===== config.mk =====
export PLATFORM = sky130hd
export DESIGN_NAME = pcrq_ctrl
export DESIGN_NICKNAME = d
export VERILOG_FILES = /design/src/rtl/pcrq_pkg.sv /design/src/rtl/pcrq_ctrl.sv
export SDC_FILE = /design/constraint.sdc
export NUM_CORES = 1
export LEC_CHECK = 0
export ABC_AREA = 0
export ABC_CLOCK_PERIOD_IN_PS = 2900
export BUFFER_PORTS_ARGS = -buffer_cell sky130_fd_sc_hd__buf_2
export CORE_AREA = 8 8 45 47
export DETAILED_ROUTE_END_ITERATION = 12
export DIE_AREA = 0 0 53 55
export PLACE_DENSITY = 0.35
export SYNTH_ARGS = -nofsm -noshare
export SYNTH_HDL_FRONTEND = slang
export SYNTH_SLANG_ARGS = --single-unit

===== constraint.sdc =====
create_clock -name clock -period 2.9 [get_ports clock]
set_clock_uncertainty 0.05 [all_clocks]
set_input_delay 0.58 -clock clock [delete_from_list [all_inputs] [get_ports clock]]
set_output_delay 0.58 -clock clock [all_outputs]
set_load 0.005 [all_outputs]

===== src/rtl/pcrq_pkg.sv =====
// pcrq_pkg: shared types and constants of the per-client request queue
// used by pcrq_ctrl, pcrq_dpath and the per_client_request_queue_core top level
// no dependencies

package pcrq_pkg;

   // fixed port widths
   localparam int MODE_W      = 3;
   localparam int CLIENT_W    = 6;
   localparam int ID_W        = 63;
   localparam int SIZE_PORT_W = 16;
   localparam int QCOUNT_W    = 7;
   localparam int QBYTES_W    = 22;
   localparam int TOTAL_W     = 32;

   // request modes
   localparam logic [MODE_W-1:0] MODE_PROBE        = 3'd0;
   localparam logic [MODE_W-1:0] MODE_APPEND       = 3'd1;
   localparam logic [MODE_W-1:0] MODE_APPEND_EMPTY = 3'd2;
   localparam logic [MODE_W-1:0] MODE_POP          = 3'd3;
   localparam logic [MODE_W-1:0] MODE_REMOVE       = 3'd4;
   localparam logic [MODE_W-1:0] MODE_CLEAR        = 3'd5;

   typedef enum logic [1:0] {
      ST_IDLE,
      ST_EVAL,
      ST_LINK,
      ST_RESP
   } state_type;

   // controller to datapath
   typedef struct packed {
      logic accept;
      logic eval;
      logic link;
      logic emit;
   } cmd_type;

   // datapath to controller
   typedef struct packed {
      logic need_link;
      logic out_free;
   } sts_type;

endpackage


===== src/rtl/pcrq_ctrl.sv =====
// pcrq_ctrl: sequencing state machine of the per-client request queue
// depends on pcrq_pkg

module pcrq_ctrl (
   input  logic              clock,
   input  logic              reset,
   input  logic              req_valid,
   output logic              req_ready,
   input  pcrq_pkg::sts_type sts,
   output pcrq_pkg::cmd_type cmd
);

   pcrq_pkg::state_type state_ff;
   pcrq_pkg::state_type state_in;

   always_ff @(posedge clock) begin
      if (reset) begin
         state_ff <= pcrq_pkg::ST_IDLE;
      end else begin
         state_ff <= state_in;
      end
   end

   always_comb begin
      state_in  = state_ff;
      cmd       = '0;
      req_ready = 1'b0;
      case (state_ff)
         pcrq_pkg::ST_IDLE: begin
            req_ready = 1'b1;
            if (req_valid) begin
               cmd.accept = 1'b1;
               state_in   = pcrq_pkg::ST_EVAL;
            end
         end
         pcrq_pkg::ST_EVAL: begin
            cmd.eval = 1'b1;
            state_in = sts.need_link ? pcrq_pkg::ST_LINK : pcrq_pkg::ST_RESP;
         end
         pcrq_pkg::ST_LINK: begin
            cmd.link = 1'b1;
            state_in = pcrq_pkg::ST_RESP;
         end
         pcrq_pkg::ST_RESP: begin
            // wait until the result register can take the outcome
            if (sts.out_free) begin
               cmd.emit = 1'b1;
               state_in = pcrq_pkg::ST_IDLE;
            end
         end
         default: begin
            state_in = pcrq_pkg::ST_IDLE;
         end
      endcase
   end

endmodule


==> impl_metrics.ini, run 1 <==
[cts]
post_cts_resized = 0
h-tree-depth = 1
cts_root_buffer = clkbuf_4
clk_pin_slew_ns = 0.03
numCtsBuffers = 3
cts.sinks = 2
cts_buffer_depth = 2
clock_latency_ns = 0.22
cts_tree = done
ctsHoldBuffers = 0
post_cts_buffers = 0

[critical_path]
cp_max_fo = 5
cp.arrival_ns = 1.21
required_ns = 2.27
endpoint_kind = output port
rrSetupSlack_ns = 1.40
crit_type = register to output port
cp-start-kind = register

[routing]
avgRoutedWirePerCell_um = 9.06
first_pass_iters = 3
ant_nets = 0
drt_wl_total_um = 435
drt_iter0_markers = 1
vias = 169
drc = 0
avgViaCountPerCell = 3.52

[final_layout]
largest_register_ff_count = 2
area_growth_pct = 49.0
top_regs = state_ff x2
num_antenna_cells = 0
n_fill_cell = 163
seq_area_um2 = 40.0
drive_above_1_share = 0.438
largest-register = state_ff
fin_nets = 43
final_core_util = 0.193
multi_input_area_um2 = 128

[sta]
maxSlewHeadroom = 0.684
finalMaxSlewViolations = 0
min_period_ns = 1.84
fin_crit_sh = 0.634
worstMarginPinSlew_ns = 0.462
rsz0062_at_grt = no
finalHoldViolations = 0
tns_ns = 0
fmax_mhz = 544
setup_violations = 0

[grt]
grt_overflow_total = 0
track_usage = 0.0360
antenna_found_initial = 0
grt_max_degree = 6
grt_pass1_wl_um = 676
grt_pass1_vias = 158

[synthesis]
syn_area_per_cell_um2 = 8.95
syn_nets = 29
ys.flop_type = dfxtp_1
ys_top_cells_by_count = ha_1 (4), inv_1 (3), dfxtp_1 (2)
synth_top_area_share = 0.280
ys_ff_latch = 2
synthCells = 20
yosysUniqueCellTypes = 14
synth.most_common_cell = ha_1
yosys_warnings = 0
synth_area_leader_cell = ha_1
synth_area_leaders = ha_1 (28%), dfxtp_1 (22%), inv_1 (6.3%)
synth_area_um2 = 179
async_reset_ff_frac = 0
synth_edf_count = 0
yosysSeqAreaShare = 0.224

[floorplan]
die_h_um = 55
die_x_um = 53
rows = 14
start_util = 0.129
pin_count = 10
dieArea_um2 = 2920
core_um2 = 1380

[job]
cap_violations = 0

[power]
p_leak_uw = 0.000140
irDropWorstVdd_v = 0.000283
power_density_nw_per_um2 = 975

[hold_path]
hp-class = input port to register

[placed_design]
port_buffers = 9
finalWeightedCongestion = 0.605
dp_hpwl_um = 358

[run_status]
status = finished, final reports clean
[cells in the final DEF (no fill, tap or decap), drive strengths merged]
master / synthesis / routed
o21ai: 1 / 1
a21oi: 1 / 1
ha: 4 / 4
dfxtp: 2 / 2
nor2: 1 / 1
and2: 2 / 2
o31ai: 1 / 1
and2b: 2 / 2
buf: 0 / 9
or3b: 1 / 1
inv: 3 / 3
nor3b: 1 / 1
clkbuf: 0 / 3
a2111oi: 1 / 1
[metrics by stage]
step / setup slack (ns) / cells / hold WS [ns] / total power (uW) / cell area [um^2]
finish: 1.06 / 48 / 0.480 / 260 / 267
global route: 0.936 / 48 / 0.479 / 295 / 267
CTS: 1.03 / 48 / 0.468 / 269 / 267
detailed placement: 1.28 / 45 / 0.484 / 202 / 244
global placement: 1.28 / 45 / 0.488 / 202 / 244
floorplan: 1.44 / 20 / 0.443 / 151 / 179
[worst paths after layout]
kind	from	endpoint	cells past startpoint
worst min register to register	state_ff[1]	state_ff[1]	2
worst max register to register	state_ff[1]	state_ff[1]	5
worst min-delay path	reset	state_ff[1]	2
worst max-delay path	state_ff[1]	cmd[3]	4
[area by class of cell]
| cell class | instances | share of cell area |
|---|---|---|
| Sequential cell | 2 | 0.150 |
| Inverter | 3 | 0.0423 |
| Tap cell | 16 | 0.0751 |
| Clock buffer | 3 | 0.0845 |
| Multi-Input combinational cell | 15 | 0.479 |
| Timing Repair Buffer | 9 | 0.169 |
[power breakdown]
part | switching, uW | leakage, uW | internal, uW
Combinational | 67.1 | 0.000110 | 75.3
Clock | 15.1 | 0.0000138 | 45.6
Sequential | 14.7 | 0.0000166 | 42.1
Total | 96.9 | 0.000140 | 163
[worst max-delay path, cell delays in order, from the launching register on]
cell	delay, ns
dfxtp_1	0.39
inv_1	0.08
ha_1	0.23
and2_2	0.17
buf_2	0.12
[metal layers]
metal	track usage	up-vias	wire [um]
li1	-	93	-
met1	0.0333	70	171
met2	0.0352	6	190
met3	0.0294	0	73
met4	0.0647	0	0
met5	0	-	0
[logic make-up (layout without fill, tap and decap cells)]
| logic type | count (synthesis) | in the layout | share of synthesized area |
|---|---|---|---|
| AND/OR/NAND/NOR | 7 | 7 | 0.287 |
| adder cells (fa/ha/maj) | 4 | 4 | 0.280 |
| AO/OA/AOI/OAI | 4 | 4 | 0.147 |
| buffers and inverters | 3 | 15 | 0.0629 |
| flip-flops | 2 | 2 | 0.224 |
Power figures use the tool's default switching activity.
==> run 2, diff against run 1 <==
--- a/config.mk
+++ b/config.mk
@@ -6,7 +6,7 @@
 export NUM_CORES = 1
 export LEC_CHECK = 0
 export ABC_AREA = 0
-export ABC_CLOCK_PERIOD_IN_PS = 2900
+export ABC_CLOCK_PERIOD_IN_PS = 1700
 export BUFFER_PORTS_ARGS = -buffer_cell sky130_fd_sc_hd__buf_2
 export CORE_AREA = 8 8 45 47
 export DETAILED_ROUTE_END_ITERATION = 12
==> constraint.sdc (replaced) <==
create_clock -name clock -period 1.7 [get_ports clock]
set_clock_uncertainty 0.05 [all_clocks]
set_input_delay 0.34 -clock clock [delete_from_list [all_inputs] [get_ports clock]]
set_output_delay 0.34 -clock clock [all_outputs]
set_load 0.005 [all_outputs]
==> impl_metrics.ini, run 2 (synthesis results as in run 1) <==
[cts]
post_cts_resized = 0
cts_buffer_depth = 2
clock_latency_ns = 0.22
cts.sinks = 2
post_cts_buffers = 0
ctsHoldBuffers = 0
cts_tree = done
clk_pin_slew_ns = 0.03
cts_root_buffer = clkbuf_4
h-tree-depth = 1
numCtsBuffers = 3

[critical_path]
rrSetupSlack_ns = 0.24
reg2regPathDepth = 5
endpoint_kind = output port
cp-start-kind = register
max_stage_delay_ns = 0.36
cp_max_fo = 5
required_ns = 1.31
crit_chain = inv_1 > ha_2 > and2_2 > buf_2
crit_slowest_cell = dfxtp_1
crit_type = register to output port
cp.arrival_ns = 1.18
r2r-end = state_ff[1]
r2r-start = state_ff[0]
critPathBufInv = 2
path_delay_family = flip-flops

[power]
p_leak_uw = 0.000139
irDropWorstVdd_v = 0.000592
power_density_nw_per_um2 = 1660

[final_layout]
num_antenna_cells = 0
final_cell_mix = buf_2 (9), inv_1 (3), ha_1 (3), clkbuf_4 (3), dfxtp_1 (2)
fin_nets = 43
final_common_cell = buf_2
area_growth_pct = 50.3
n_fill_cell = 160
largest_register_ff_count = 2
top_regs = state_ff x2
drive_above_1_share = 0.469
largest-register = state_ff

[routing]
vias = 170
ant_nets = 0
drc = 0
drt_iter0_markers = 0
drt_wl_total_um = 424
first_pass_iters = 1
avgViaCountPerCell = 3.54
avgRoutedWirePerCell_um = 8.83

[floorplan]
rows = 14
start_util = 0.129
dieArea_um2 = 2920
die_x_um = 53
core_um2 = 1380
pin_count = 10
die_h_um = 55

[grt]
track_usage = 0.0327
grt_pass1_wl_um = 676
grt_pass1_vias = 163
grt_max_degree = 6
antenna_found_initial = 0
grt_overflow_total = 0

[sta]
finalMaxSlewViolations = 0
tns_ns = 0
rsz0062_at_grt = no
setup_violations = 0
worstMarginPinSlew_ns = 0.387
fmax_mhz = 639
finalHoldViolations = 0
holdWs_ns = 0.257
min_period_ns = 1.57
fin_crit_sh = 0.921
maxSlewHeadroom = 0.735

[placed_design]
port_buffers = 9
finalWeightedCongestion = 0.629
dp_hpwl_um = 353

[hold_path]
hold_depth = 2
worstHoldStart = reset
hp-class = input port to register
hold_end = state_ff[1]

[job]
cap_violations = 0

[run_status]
status = finished, final reports clean
run 2: where the power goes:
group / internal (uW) / switching, uW / total [uW]
Combinational: 133 / 113 / 247
Clock: 77.6 / 24.1 / 102
Sequential: 71.9 / 25.8 / 97.6
run 2: layout make-up:
class | instances | area [um^2] | area share
Inverter | 3 | 11.3 | 0.0419
Clock buffer | 3 | 22.5 | 0.0837
Sequential cell | 2 | 40.0 | 0.149
Timing Repair Buffer | 9 | 45.0 | 0.167
Tap cell | 16 | 20.0 | 0.0744
Multi-Input combinational cell | 15 | 130 | 0.484
run 2: through the flow:
stage / utilization / total power [uW] / cells / setup slack [ns] / instance area, um^2
floorplan: - / 258 / 20 / 0.294 / 179
global placement: 0.176 / 346 / 45 / 0.200 / 244
detailed placement: 0.176 / 342 / 45 / 0.214 / 244
CTS: 0.193 / 452 / 48 / 0.0788 / 267
global route: 0.194 / 510 / 48 / 0.0198 / 269
finish: 0.194 / 446 / 48 / 0.134 / 269
run 2: how the worst max path moves through the flow:
stage	from	to	slack, ns	depth (start not counted)
6_report	state_ff[0]	cmd[3]	0.13	4
5_1_grt	state_ff[0]	cmd[3]	0.02	4
4_1_cts	state_ff[0]	cmd[3]	0.08	4
3_5_place_dp	state_ff[0]	state_ff[1]	0.21	5
3_3_place_gp	state_ff[1]	state_ff[1]	0.20	5
2_1_floorplan	state_ff[0]	state_ff[1]	0.29	5
run 2: metal layers:
metal | share of wire | up-vias | global-route usage
met5 | 0 | - | 0
met2 | 0.39 | 6 | 0.0371
met3 | 0.14 | 0 | 0.0241
met1 | 0.47 | 72 | 0.0348
met4 | 0 | 0 | 0.0388
li1 | - | 92 | -
